## src/tls_client_hello_sni_extractor_macros.svh

```systemverilog
// ---------------------------------------------------------------------------
// assertion macros for the server name extractor
// ---------------------------------------------------------------------------
`ifndef TLS_CLIENT_HELLO_SNI_EXTRACTOR_MACROS_SVH
`define TLS_CLIENT_HELLO_SNI_EXTRACTOR_MACROS_SVH

// implication checked on every edge outside reset
`define TCS_ASSERT_IMP(label, clk, rst_n, ante, cons) \
  label: assert property (@(posedge clk) disable iff (!rst_n) (ante) |-> (cons)) \
    else $error("assertion failed");

// next-cycle implication
`define TCS_ASSERT_NEXT(label, clk, rst_n, ante, cons) \
  label: assert property (@(posedge clk) disable iff (!rst_n) (ante) |=> (cons)) \
    else $error("assertion failed");

`endif

```

## src/tcs_pkg.sv

```systemverilog
// ---------------------------------------------------------------------------
// tcs_pkg
// shared types and constants of the server name extractor
// ---------------------------------------------------------------------------
package tcs_pkg;

  localparam int unsigned MaxNamesDefault     = 4;
  localparam int unsigned PositionBitsDefault = 16;

  localparam logic [2:0] VerdictOk        = 3'd0;
  localparam logic [2:0] VerdictNoName    = 3'd1;
  localparam logic [2:0] VerdictNotHs     = 3'd2;
  localparam logic [2:0] VerdictNotHello  = 3'd3;
  localparam logic [2:0] VerdictBadVer    = 3'd4;
  localparam logic [2:0] VerdictTruncated = 3'd5;

  localparam logic KindName    = 1'b0;
  localparam logic KindVerdict = 1'b1;

  typedef struct packed {
    logic [7:0] payload_byte;
    logic       payload_end;
  } in_item_t;

  typedef struct packed {
    logic       result_kind;
    logic [7:0] name_byte;
    logic [1:0] name_number;
    logic       name_end;
    logic [2:0] verdict;
    logic [2:0] names_found;
    logic       packet_done;
  } out_item_t;

endpackage

```

## src/tcs_stream_if.sv

```systemverilog
// ---------------------------------------------------------------------------
// tcs_stream_if
// valid/ready channel carrying one payload item
// ---------------------------------------------------------------------------
interface tcs_stream_if #(
  parameter type item_t = logic
);
  logic  valid;
  logic  ready;
  item_t data;

  modport source (output valid, output data, input ready);
  modport sink   (input valid, input data, output ready);
endinterface

```

## src/tls_client_hello_sni_extractor.sv

```systemverilog
// ---------------------------------------------------------------------------
// tls_client_hello_sni_extractor
// walks a tls clienthello byte stream and emits server name bytes and a verdict
// ---------------------------------------------------------------------------
// in_if carries one payload byte per word with payload_end on the last byte.
// out_if carries name byte words and one verdict word per payload, the
// verdict flagged by packet_done.
// each accepted byte is parsed in the cycle it is accepted; its results go
// into a two-entry output queue; the first shows on out_if from the next cycle,
// a second once the first has left. throughput is one byte per cycle while the
// queue has room; only the last byte of a payload that is also an emitted name
// byte yields two results, which leave one per cycle while out_if is ready.
// a byte is taken when the queue is empty or its one word leaves in the
// same cycle, so name bytes move at one per cycle while the receiver keeps up.
// when the receiver stalls with a word waiting, in_if ready drops until
// words drain.
// reset puts the parser at the record header with all positions at zero
// and empties the queue.
// ---------------------------------------------------------------------------
module tls_client_hello_sni_extractor #(
  parameter int unsigned MAX_NAMES     = tcs_pkg::MaxNamesDefault,
  parameter int unsigned POSITION_BITS = tcs_pkg::PositionBitsDefault
) (
  input  logic         clk_i,
  input  logic         rst_ni,
  tcs_stream_if.sink   in_if,
  tcs_stream_if.source out_if
);
  import tcs_pkg::*;
  `include "tls_client_hello_sni_extractor_macros.svh"

  localparam int unsigned PB = POSITION_BITS;
  localparam int unsigned CB = (MAX_NAMES >= 7) ? 5 : 3;
  localparam logic [PB-1:0] PMax = {PB{1'b1}};

  typedef enum logic [4:0] {
    PhRec, PhHs, PhHsVer, PhRandom, PhSidLen, PhSid, PhCsLen, PhCs,
    PhCompLen, PhComp, PhExtsLen, PhExtHdr, PhExtSkip, PhSniLen, PhSniHdr,
    PhSniName, PhDone, PhErr
  } phase_e;

  phase_e        phase_q, phase_d;
  logic [PB-1:0] pos_q, pos_d;
  logic [15:0]   cnt_q, cnt_d;
  logic [15:0]   flen_q, flen_d;
  logic [PB-1:0] exts_end_q, exts_end_d;
  logic [PB-1:0] cur_end_q, cur_end_d;
  logic [PB-1:0] sni_end_q, sni_end_d;
  logic [PB-1:0] req_end_q, req_end_d;
  logic [15:0]   ext_type_q, ext_type_d;
  logic [CB-1:0] ncount_q, ncount_d;
  logic [2:0]    err_q, err_d;

  function automatic logic [PB-1:0] padd(logic [PB-1:0] a, logic [24:0] b);
    logic [25:0] s;
    s = {{(26-PB){1'b0}}, a} + {1'b0, b};
    padd = (s > {{(26-PB){1'b0}}, PMax}) ? PMax : s[PB-1:0];
  endfunction

  // output queue
  out_item_t     q_mem_q [2];
  logic          rd_ptr_q, wr_ptr_q;
  logic [1:0]    fill_q, fill_d;

  logic          take;
  logic [7:0]    b;
  logic          last;
  logic [PB-1:0] nxt;
  logic [15:0]   c;
  logic [15:0]   shl;
  logic          emit_name;
  out_item_t     name_item, verd_item;
  logic [2:0]    vcode;
  logic          pop;

  assign in_if.ready = (fill_q == 2'd0) || (fill_q == 2'd1 && out_if.ready);
  assign take  = in_if.valid && in_if.ready;
  assign b     = in_if.data.payload_byte;
  assign last  = in_if.data.payload_end;
  assign nxt   = padd(pos_q, 25'd1);
  assign c     = cnt_q;
  assign shl   = {flen_q[7:0], b};

  always_comb begin
    phase_d    = phase_q;
    cnt_d      = cnt_q;
    flen_d     = flen_q;
    exts_end_d = exts_end_q;
    cur_end_d  = cur_end_q;
    sni_end_d  = sni_end_q;
    req_end_d  = req_end_q;
    ext_type_d = ext_type_q;
    ncount_d   = ncount_q;
    err_d      = err_q;
    emit_name  = 1'b0;
    name_item  = '0;

    case (phase_q)
      PhRec: begin
        if (c == 16'd0 && b != 8'd22) begin
          err_d = VerdictNotHs; phase_d = PhErr; cnt_d = '0; flen_d = '0;
        end else if ((c == 16'd1 && b != 8'd3) || (c == 16'd2 && b > 8'd3)) begin
          err_d = VerdictBadVer; phase_d = PhErr; cnt_d = '0; flen_d = '0;
        end else if (c == 16'd4) begin
          phase_d = PhHs; cnt_d = '0; flen_d = '0;
        end else begin
          cnt_d = c + 16'd1;
        end
      end
      PhHs: begin
        if (c == 16'd0 && b != 8'd1) begin
          err_d = VerdictNotHello; phase_d = PhErr; cnt_d = '0; flen_d = '0;
        end else begin
          if (c == 16'd1) req_end_d = padd(PB'(9), {1'b0, b, 16'd0});
          if (c == 16'd2) req_end_d = padd(req_end_q, {9'd0, b, 8'd0});
          if (c == 16'd3) begin
            req_end_d = padd(req_end_q, {17'd0, b});
            phase_d = PhHsVer; cnt_d = '0; flen_d = '0;
          end else begin
            cnt_d = c + 16'd1;
          end
        end
      end
      PhHsVer: begin
        if ((c == 16'd0 && b != 8'd3) || (c != 16'd0 && (b < 8'd1 || b > 8'd3))) begin
          err_d = VerdictBadVer; phase_d = PhErr; cnt_d = '0; flen_d = '0;
        end else if (c == 16'd0) begin
          cnt_d = 16'd1;
        end else begin
          phase_d = PhRandom; cnt_d = 16'd32; flen_d = '0;
        end
      end
      PhRandom, PhSid, PhCs, PhComp: begin
        if (c <= 16'd1) begin
          cnt_d = '0; flen_d = '0;
          case (phase_q)
            PhRandom: phase_d = PhSidLen;
            PhSid:    phase_d = PhCsLen;
            PhCs:     phase_d = PhCompLen;
            default:  phase_d = PhExtsLen;
          endcase
        end else begin
          cnt_d = c - 16'd1;
        end
      end
      PhSidLen, PhCompLen: begin
        flen_d = '0;
        cnt_d  = {8'd0, b};
        if (b == 8'd0) phase_d = (phase_q == PhSidLen) ? PhCsLen : PhExtsLen;
        else           phase_d = (phase_q == PhSidLen) ? PhSid : PhComp;
      end
      PhCsLen, PhExtsLen: begin
        if (c == 16'd0) begin
          flen_d = {8'd0, b}; cnt_d = 16'd1;
        end else begin
          flen_d = '0; cnt_d = '0;
          if (phase_q == PhCsLen) begin
            if (shl == 16'd0) phase_d = PhCompLen;
            else begin phase_d = PhCs; cnt_d = shl; end
          end else begin
            exts_end_d = padd(nxt, {9'd0, shl});
            phase_d = (padd(nxt, 25'd4) > padd(nxt, {9'd0, shl})) ? PhDone : PhExtHdr;
          end
        end
      end
      PhExtHdr: begin
        flen_d = shl;
        if (c == 16'd1) begin
          ext_type_d = shl; flen_d = '0; cnt_d = 16'd2;
        end else if (c == 16'd3) begin
          cur_end_d = padd(nxt, {9'd0, shl});
          cnt_d = '0; flen_d = '0;
          if (ext_type_q == 16'd0) phase_d = PhSniLen;
          else if (nxt >= padd(nxt, {9'd0, shl}))
            phase_d = (padd(nxt, 25'd4) > exts_end_q) ? PhDone : PhExtHdr;
          else phase_d = PhExtSkip;
        end else begin
          cnt_d = c + 16'd1;
        end
      end
      PhExtSkip: begin
        if (nxt >= cur_end_q) begin
          cnt_d = '0; flen_d = '0;
          phase_d = (padd(nxt, 25'd4) > exts_end_q) ? PhDone : PhExtHdr;
        end
      end
      PhSniLen: begin
        flen_d = shl;
        if (c == 16'd0) cnt_d = 16'd1;
        else begin
          sni_end_d = padd(nxt, {9'd0, shl});
          cnt_d = '0; flen_d = '0;
          if (padd(nxt, 25'd3) < padd(nxt, {9'd0, shl})) phase_d = PhSniHdr;
          else if (nxt < cur_end_q) phase_d = PhExtSkip;
          else phase_d = (padd(nxt, 25'd4) > exts_end_q) ? PhDone : PhExtHdr;
        end
      end
      PhSniHdr: begin
        if (c >= 16'd1) flen_d = shl;
        if (c < 16'd2) cnt_d = c + 16'd1;
        else begin
          cnt_d = '0; flen_d = '0;
          if (padd(nxt, {9'd0, shl}) > sni_end_q) begin
            if (nxt < cur_end_q) phase_d = PhExtSkip;
            else phase_d = (padd(nxt, 25'd4) > exts_end_q) ? PhDone : PhExtHdr;
          end else if (shl == 16'd0) begin
            if (padd(nxt, 25'd3) < sni_end_q) phase_d = PhSniHdr;
            else if (nxt < cur_end_q) phase_d = PhExtSkip;
            else phase_d = (padd(nxt, 25'd4) > exts_end_q) ? PhDone : PhExtHdr;
          end else begin
            phase_d = PhSniName; cnt_d = shl;
          end
        end
      end
      PhSniName: begin
        emit_name = (32'(ncount_q) < MAX_NAMES);
        name_item.result_kind = KindName;
        name_item.name_byte   = b;
        name_item.name_number = ncount_q[1:0];
        name_item.name_end    = (c <= 16'd1);
        name_item.names_found = ncount_q[2:0];
        if (c <= 16'd1) begin
          if (emit_name) ncount_d = ncount_q + CB'(1);
          cnt_d = '0; flen_d = '0;
          if (padd(nxt, 25'd3) < sni_end_q) phase_d = PhSniHdr;
          else if (nxt < cur_end_q) phase_d = PhExtSkip;
          else phase_d = (padd(nxt, 25'd4) > exts_end_q) ? PhDone : PhExtHdr;
        end else begin
          cnt_d = c - 16'd1;
        end
      end
      default: ;
    endcase

    if (phase_d == PhErr) vcode = err_d;
    else if (phase_d < PhExtHdr || phase_d > PhDone) vcode = VerdictTruncated;
    else if (nxt < req_end_d || nxt < exts_end_d || nxt < sni_end_d)
      vcode = VerdictTruncated;
    else vcode = (ncount_d != '0) ? VerdictOk : VerdictNoName;
    verd_item = '0;
    verd_item.result_kind = KindVerdict;
    verd_item.verdict     = vcode;
    verd_item.names_found = ncount_d[2:0];
    verd_item.packet_done = 1'b1;

    pos_d = nxt;
    if (last) begin
      phase_d = PhRec; cnt_d = '0; flen_d = '0; pos_d = '0;
      exts_end_d = '0; cur_end_d = '0; sni_end_d = '0; req_end_d = '0;
      ext_type_d = '0; ncount_d = '0; err_d = VerdictOk;
    end
  end

  always_ff @(posedge clk_i or negedge rst_ni) begin
    if (!rst_ni) begin
      phase_q <= PhRec; pos_q <= '0; cnt_q <= '0; flen_q <= '0;
      exts_end_q <= '0; cur_end_q <= '0; sni_end_q <= '0; req_end_q <= '0;
      ext_type_q <= '0; ncount_q <= '0; err_q <= VerdictOk;
    end else if (take) begin
      phase_q <= phase_d; pos_q <= pos_d; cnt_q <= cnt_d; flen_q <= flen_d;
      exts_end_q <= exts_end_d; cur_end_q <= cur_end_d; sni_end_q <= sni_end_d;
      req_end_q <= req_end_d; ext_type_q <= ext_type_d; ncount_q <= ncount_d;
      err_q <= err_d;
    end
  end

  assign pop = out_if.valid && out_if.ready;
  assign out_if.valid = (fill_q != 2'd0);
  assign out_if.data  = q_mem_q[rd_ptr_q];

  always_comb begin
    fill_d = fill_q - {1'b0, pop};
    if (take) fill_d = fill_d + {1'b0, emit_name} + {1'b0, last};
  end

  always_ff @(posedge clk_i or negedge rst_ni) begin
    if (!rst_ni) begin
      rd_ptr_q <= 1'b0; wr_ptr_q <= 1'b0; fill_q <= 2'd0;
    end else begin
      fill_q <= fill_d;
      if (pop) rd_ptr_q <= ~rd_ptr_q;
      if (take) wr_ptr_q <= wr_ptr_q ^ emit_name ^ last;
    end
  end

  always_ff @(posedge clk_i) begin
    if (take && emit_name) q_mem_q[wr_ptr_q] <= name_item;
    if (take && last) q_mem_q[wr_ptr_q ^ emit_name] <= verd_item;
  end

  `TCS_ASSERT_IMP(a_fill_max, clk_i, rst_ni, 1'b1, fill_q <= 2'd2)
  `TCS_ASSERT_NEXT(a_last_clears, clk_i, rst_ni, take && last, phase_q == PhRec && pos_q == '0)
  `TCS_ASSERT_IMP(a_ready_room, clk_i, rst_ni, in_if.ready, fill_q <= 2'd1)
  `TCS_ASSERT_NEXT(a_err_sticks, clk_i, rst_ni, phase_q == PhErr && !(take && last),
                   phase_q == PhErr)

endmodule

```

## src/flat_wrapper.sv

```systemverilog
// flat-port wrapper written by rule: the top's interface ports become plain ports
module tls_client_hello_sni_extractor_flat import tcs_pkg::*;
#(
  parameter int unsigned MAX_NAMES     = tcs_pkg::MaxNamesDefault,
  parameter int unsigned POSITION_BITS = tcs_pkg::PositionBitsDefault
)
  (clk_i, rst_ni, in_if_valid, in_if_data, in_if_ready, out_if_valid, out_if_data, out_if_ready);
  tcs_stream_if #(.item_t(in_item_t)) in_if_i ();
  tcs_stream_if #(.item_t(out_item_t)) out_if_i ();
  input  logic clk_i;
  input  logic rst_ni;
  input wire logic [$bits(in_if_i.valid)-1:0] in_if_valid;
  input wire logic [$bits(in_if_i.data)-1:0] in_if_data;
  output wire logic [$bits(in_if_i.ready)-1:0] in_if_ready;
  output wire logic [$bits(out_if_i.valid)-1:0] out_if_valid;
  output wire logic [$bits(out_if_i.data)-1:0] out_if_data;
  input wire logic [$bits(out_if_i.ready)-1:0] out_if_ready;
  assign in_if_i.valid = in_if_valid;
  assign in_if_i.data = in_if_data;
  assign in_if_ready = in_if_i.ready;
  assign out_if_valid = out_if_i.valid;
  assign out_if_data = out_if_i.data;
  assign out_if_i.ready = out_if_ready;
  tls_client_hello_sni_extractor #(.MAX_NAMES(MAX_NAMES), .POSITION_BITS(POSITION_BITS)) u_core (.clk_i(clk_i), .rst_ni(rst_ni), .in_if(in_if_i), .out_if(out_if_i));
endmodule
```

## config.mk

```make
export PLATFORM = sky130hd
export DESIGN_NAME = tls_client_hello_sni_extractor_flat
export DESIGN_NICKNAME = d
export VERILOG_FILES = /design/src/tcs_pkg.sv /design/src/tcs_stream_if.sv /design/src/tls_client_hello_sni_extractor.sv /design/src/flat_wrapper.sv
export VERILOG_INCLUDE_DIRS = /design/src /design/src/src
export SDC_FILE = /design/constraint.sdc
export NUM_CORES = 1
export LEC_CHECK = 0
export BUFFER_PORTS_ARGS = -buffer_cell sky130_fd_sc_hd__buf_2
export CORE_MARGIN = 2
export CORE_UTILIZATION = 30
export CTS_CLUSTER_SIZE = 28
export DETAILED_ROUTE_END_ITERATION = 8
export PLACE_DENSITY = 0.44
export SLEW_MARGIN = 0
export SYNTH_ARGS = -nofsm -noshare
export SYNTH_HDL_FRONTEND = slang
export SYNTH_SLANG_ARGS = --single-unit
```

## constraint.sdc

```tcl
create_clock -name clk_i -period 11.4 [get_ports clk_i]
set_input_delay 0.57 -clock clk_i [delete_from_list [all_inputs] [get_ports clk_i]]
set_output_delay 0.57 -clock clk_i [all_outputs]
set_load 0.01 [all_outputs]
```

After elaboration in Yosys (flattened, before gate mapping)
Memories as Yosys holds them, arrays and structs flattened.
Cells that the tools add are included.
W data, S select, Z words.
{ "op_classes": {"order_cmp": 26, "add_sub_neg": 13, "reduce_logical": 39, "bitwise_logic": 3, "n_eq_ne": 31, "n_mux": 116} }
{ "op_table": {"columns": ["operator", "n"], "rows": [
  ["$mux W16", 43],
  ["$gt A26 B16 Y1 const B", 7],
  ["$pmux W16 S10", 1],
  ["$mux W5", 27],
  ["$mux W8", 15],
  ["$lt A16 B16 Y1", 6],
  ["$pmux W8 S10", 1],
  ["$pmux W5 S11", 1],
  ["$gt A16 B16 Y1", 3],
  ["$logic_not A16 Y1", 3],
  ["$eq A5 B4 Y1 const B", 8],
  ["$mux W3", 13],
  ["$add A16 B16 Y17", 2],
  ["$eq A16 B2 Y1 const B", 2],
  ["$ge A16 B16 Y1", 2],
  ["$add A4 B24 Y25 const A", 1],
  ["$eq A5 B3 Y1 const B", 4],
  ["$add A16 B1 Y17 const B", 1],
  ["$add A16 B2 Y17 const B", 1],
  ["$add A16 B3 Y17 const B", 1],
  ["$add A16 B8 Y17", 1],
  ["$add A16 B1 Y16 const B", 1],
  ["$eq A16 B1 Y1 const B", 1],
  ["$eq A16 B3 Y1 const B", 1],
  ["other kinds (50)", 82]
]} }
{ "word_totals": {"mem_count": 1, "inputBits": 13, "word_cells": 243, "ram_bits": 38, "regBits": 135, "output_inout_bits": 21} }
{ "memory_table": {"columns": ["name", "depth", "word_bits", "rd", "rd_ports_with_merged_regs", "write_ports", "line_no", "source"], "rows": [
  ["u_core.q_mem_q", 2, 19, 1, 0, 2, "tls_client_hello_sni_extractor.sv:61", "out_item_t q_mem_q [2];"]
]} }

Logic depth before layout (Yosys ltp)
{ "logic_depth": {"ltp_word": 18, "mapped_depth": 33} }

Worst setup path before layout
No wires, ideal clock.
{ "synth_timing": {"kind": "register to register", "start": "register u_core.pos_q[11]", "end": "memory u_core.q_mem_q[0][4] (netlist bit), data pin", "required_time_ns": 11.135, "setup_ns": 0.265, "stages_incl_launch_ff": 32, "slack_ns": 4.676, "arrival_ns": 6.459, "period_less_slack_ns": 6.724, "path_cell_list": "dfrtp_1 -> buf_4 -> and2_2 -> clkbuf_2 -> and3_2 -> nand2_1 -> clkbuf_1 -> nand2_1 -> fa_1 -> a211oi_1 -> o211ai_1 -> a31o_2 -> a21o_1 -> a21o_1 -> a21o_1 -> a21o_1 -> a21oi_1 -> xor2_1 -> nand2_1 -> inv_1 -> ha_1 -> nand4_1 -> nor4_1 -> inv_1 -> o311ai_0 -> nand3_1 -> a21oi_1 -> nor4_1 -> a211o_1 -> a2111oi_2 -> o21bai_1 -> a211oi_1"} }
{ "synth_rtl": {"columns": ["item", "line_no", "source"], "rows": [
  ["start, declared", "tls_client_hello_sni_extractor.sv:43", "logic [PB-1:0] pos_q, pos_d;"],
  ["start signal, assigned", "tls_client_hello_sni_extractor.sv:260", "phase_q <= phase_d; pos_q <= pos_d; cnt_q <= cnt_d; flen_q <= flen_d;"],
  ["end, declared", "tls_client_hello_sni_extractor.sv:61", null]
]} }

==> flow_metrics.tcl <==
set metrics [dict create \
    status "finished, final reports clean" \
    die_w_um 236 \
    antenna_found_initial 1 \
    timing.final.crit_share_pct 73.9 \
    fmax_mhz 119 \
    path_class "reg -> reg" \
    syn_inst 2034 \
    yosysWarningCount 0 \
    synth_cell_types 100 \
    yosys.area.top_type "dfrtp_1" \
    cts_buffer_depth 2 \
    critical-path-top-delay-family "simple AND/OR/NAND/NOR gates" \
    avgViaCountPerCell 5.87 \
    crit_path_end_kind "flop" \
    internal_power_mw 1.98 \
    setup_tns_ps 0 \
    cts_buffers 17 \
    synth_common_cells "224 x nand2_1, 194 x ha_1, 175 x a21oi_1" \
    worst_pin_slew_ps 1180 \
    syn_area_mm2 0.0162 \
    crit_top_cell "nand2_1" \
    htree_levels 4 \
    p_sw_mw 2.33 \
    ios 34 \
    die-height_um 236 \
    dr.pass1.iters 6 \
    hpwlAfterDp_um 48300 \
    numClockSinks 171 \
    combPwrFrac_pct 64.1 \
    place_congestion 0.951 \
    core_mm2 0.0536 \
    p_per_area_mw_per_mm2 245 \
    cpPeakStageDelay_ps 750 \
    grt_max_degree 85 \
    reg2reg_slack_ps 2970 \
    drive_gt1_share_pct 8.28 \
    root_buffer "clkbuf_16" \
    slew_headroom_pct 20.6 \
    synth_seq_area_share_pct 26.0 \
    grt_pass1_wl_um 101000 \
    yosysTopAreaCellShare_pct 20.9 \
    cp_cell_sequence "ha_1 -> inv_1 -> nor2_1 -> nand2_1 -> nand2_1 -> and3_1 -> nand3_1 -> or3b_2 -> or3b_1 -> nor2_1 -> xnor2_1 -> nand2_1 -> ha_1 -> nand4_1 -> or3_1 -> o311ai_1 -> a21boi_0 -> a2111oi_0 -> a21oi_1 -> nor4_1 -> and2_1 -> o2111ai_1 -> o21bai_1 -> a211oi_1" \
    post-route-min-period_ps 8430 \
    yosysMostFrequentCell "nand2_1" \
    postRouteAntennaNets 0 \
    hold_class "in -> async" \
    rr_worst_depth 24 \
    use_met3_pct 2.83 \
    timing.rr.start "u_core.pos_q[0]" \
    layout.nets 2240 \
    drv_cap 0 \
    synth-seq-cells 171 \
    syn_to_final_growth_pct 8.80 \
    holdBufCountCts 0 \
    busiest_layer "met2" \
    dr.first_iter.drc_count 1345 \
    cts_resized 0 \
    portBuffers 33 \
    cp-startpoint "u_core.pos_q[0]" \
    clock_power_share_pct 14.6 \
    grt_pass1_vias 15600 \
    n_antenna_cell 0 \
    drt_wl_total_um 67000 \
    drc 0 \
    cp-start-kind "flop" \
    drt-wirelength-per-cell_um 24.5 \
    use_met2_pct 38.9 \
    setup_violations 0 \
    slew_viol_final 0 \
    post-route-util_pct 32.9 \
    synth-main-ff-cell "dfrtp_1" \
    rsz0062_at_grt "no" \
    postCtsSetupBuffers 0 \
    tritoncts "built" \
    worstPathMaxFanout 12 \
    ys_async_sr_fraction_pct 78.9 \
    clock_latency_ps 510 \
    num_rows 85 \
    syn_nets 2245 \
    finalHoldViolations 0 \
    grtUsageMet1_pct 32.3 \
    synthTopCellsByArea "dfrtp_1 21%, ha_1 15%, a21oi_1 5.4%" \
    start_util_pct 30.2 \
    seq_power_share_pct 21.3 \
    skew_ps 17.2 \
    grtUsageTotal_pct 24.0 \
    avgSynthCellArea_um2 7.96 \
    reg2reg_to "u_core.q_mem_q[0][4]" \
    cp_slowest_cell "o311ai_1" \
    critical_path_arrival_ps 8670 \
    die-area_mm2 0.0559 \
    cp.required_ps 11640 \
    leakage_nw 7.87 \
    vias 16100 \
    irDropWorstVdd_mv 0.145 \
    sw_frac_of_total_pct 54.0 \
    synth_edf_count 12 \
    clk_pin_slew_worst_paths_ps 80 \
    path_buf_inv 1 \
    overflow 0 \
]
-- placed cells by master (no fill, tap or decap), types with 10 or more instances in the layout --
master	instances
a22oi_1	18
a31oi_1	20
nor2b_1	11
inv_1	115
o31ai_1	18
o211ai_1	13
nand4_1	41
buf_2	32
nor3_1	49
a21oi_1	175
xnor2_1	51
nor2_1	161
nor4_1	21
buf_4	37
dfxtp_1	24
and3_1	25
ha_1	194
o21ai_0	162
nand2b_1	20
or2_2	10
dfrtp_1	135
nand2_1	222
mux2_2	16
o21a_1	12
o22ai_1	39
xor2_1	13
clkbuf_16	18
nand3_1	70
a211oi_1	22
a22o_1	25
and2_1	12
edfxtp_1	12
a21o_1	42
-- power groups by stage --
stage	Combinational, mW	Clock [mW]	Sequential (mW)
4_1_cts	2.72	0.646	0.916
3_3_place_gp	2.71	0	0.927
6_report	2.76	0.628	0.920
3_5_place_dp	2.71	0	0.928
5_1_grt	3.03	0.668	0.942
2_1_floorplan	1.87	0	0.813
-- state kept, by name, indices dropped and copies added, names as in the netlist, 16 cells and up --
register	count
u_core.req_end_q	16
u_core.q_mem_q	36
u_core.c	16
u_core.exts_end_q	16
u_core.pos_q	16
u_core.ext_type_q	16
u_core.cur_end_q	16
u_core.sni_end_q	16
-- worst max-delay path by stage --
stage / end / slack (ps) / cells past startpoint
after floorplan: u_core.q_mem_q[0][4] / 4680 / 31
after global placement: u_core.q_mem_q[0][4] / 3410 / 24
after detailed placement: u_core.q_mem_q[0][4] / 3110 / 24
after CTS: u_core.q_mem_q[0][4] / 3060 / 24
after global routing: u_core.q_mem_q[0][4] / 2270 / 24
final: u_core.q_mem_q[0][4] / 2970 / 24
-- per-layer routing --
layer | wire length (um) | up-vias
met5 | 0 | -
met4 | 2490 | 0
met3 | 3410 | 132
met2 | 30800 | 523
met1 | 30200 | 7878
li1 | - | 7536
-- metrics by stage --
| stage | cell area, um^2 | std cells | setup slack [ps] | hold slack (ps) | power [mW] |
|---|---|---|---|---|---|
| 2_1_floorplan | 16200 | 2034 | 4680 | 274 | 2.69 |
| 3_3_place_gp | 17000 | 2706 | 3410 | 435 | 3.64 |
| 3_5_place_dp | 17000 | 2706 | 3110 | 438 | 3.63 |
| 4_1_cts | 17600 | 2738 | 3060 | 183 | 4.29 |
| 5_1_grt | 17600 | 2738 | 2270 | 215 | 4.63 |
| 6_report | 17600 | 2738 | 2970 | 134 | 4.31 |
-- worst reg2reg max path: stages, from the launching register on --
cell and delay (ps):
dfrtp_1 420, ha_1 460, inv_1 230, nor2_1 240, nand2_1 320, nand2_1 640, and3_1 350, nand3_1 170
or3b_2 520, or3b_1 450, nor2_1 150, xnor2_1 130, nand2_1 100, ha_1 370, nand4_1 140, or3_1 390
o311ai_1 750, a21boi_0 520, a2111oi_0 530, a21oi_1 120, nor4_1 340, and2_1 210, o2111ai_1 240, o21bai_1 270
a211oi_1 100
-- cells by family (layout without fill, tap and decap cells) --
family	count (synthesis)	count (layout)	synth area share (%)
adders and majority gates	198	198	15.5
buffers and inverters	210	218	5.74
and+or+nand+nor	694	694	20.6
xor gates and xnor gates	64	64	3.46
muxes	26	26	1.76
AOI/OAI and AO/OA	671	671	26.9
DFF	171	171	26.0
-- area by class of cell --
type	count	area, um^2
Clock buffer	20	478
Clock inverter	12	115
Fill cell	5726	36000
Inverter	116	435
Multi-Input combinational cell	1653	11100
Sequential cell	171	4220
Tap cell	696	871
Timing Repair Buffer	70	449
Power figures use the tool's default switching activity.
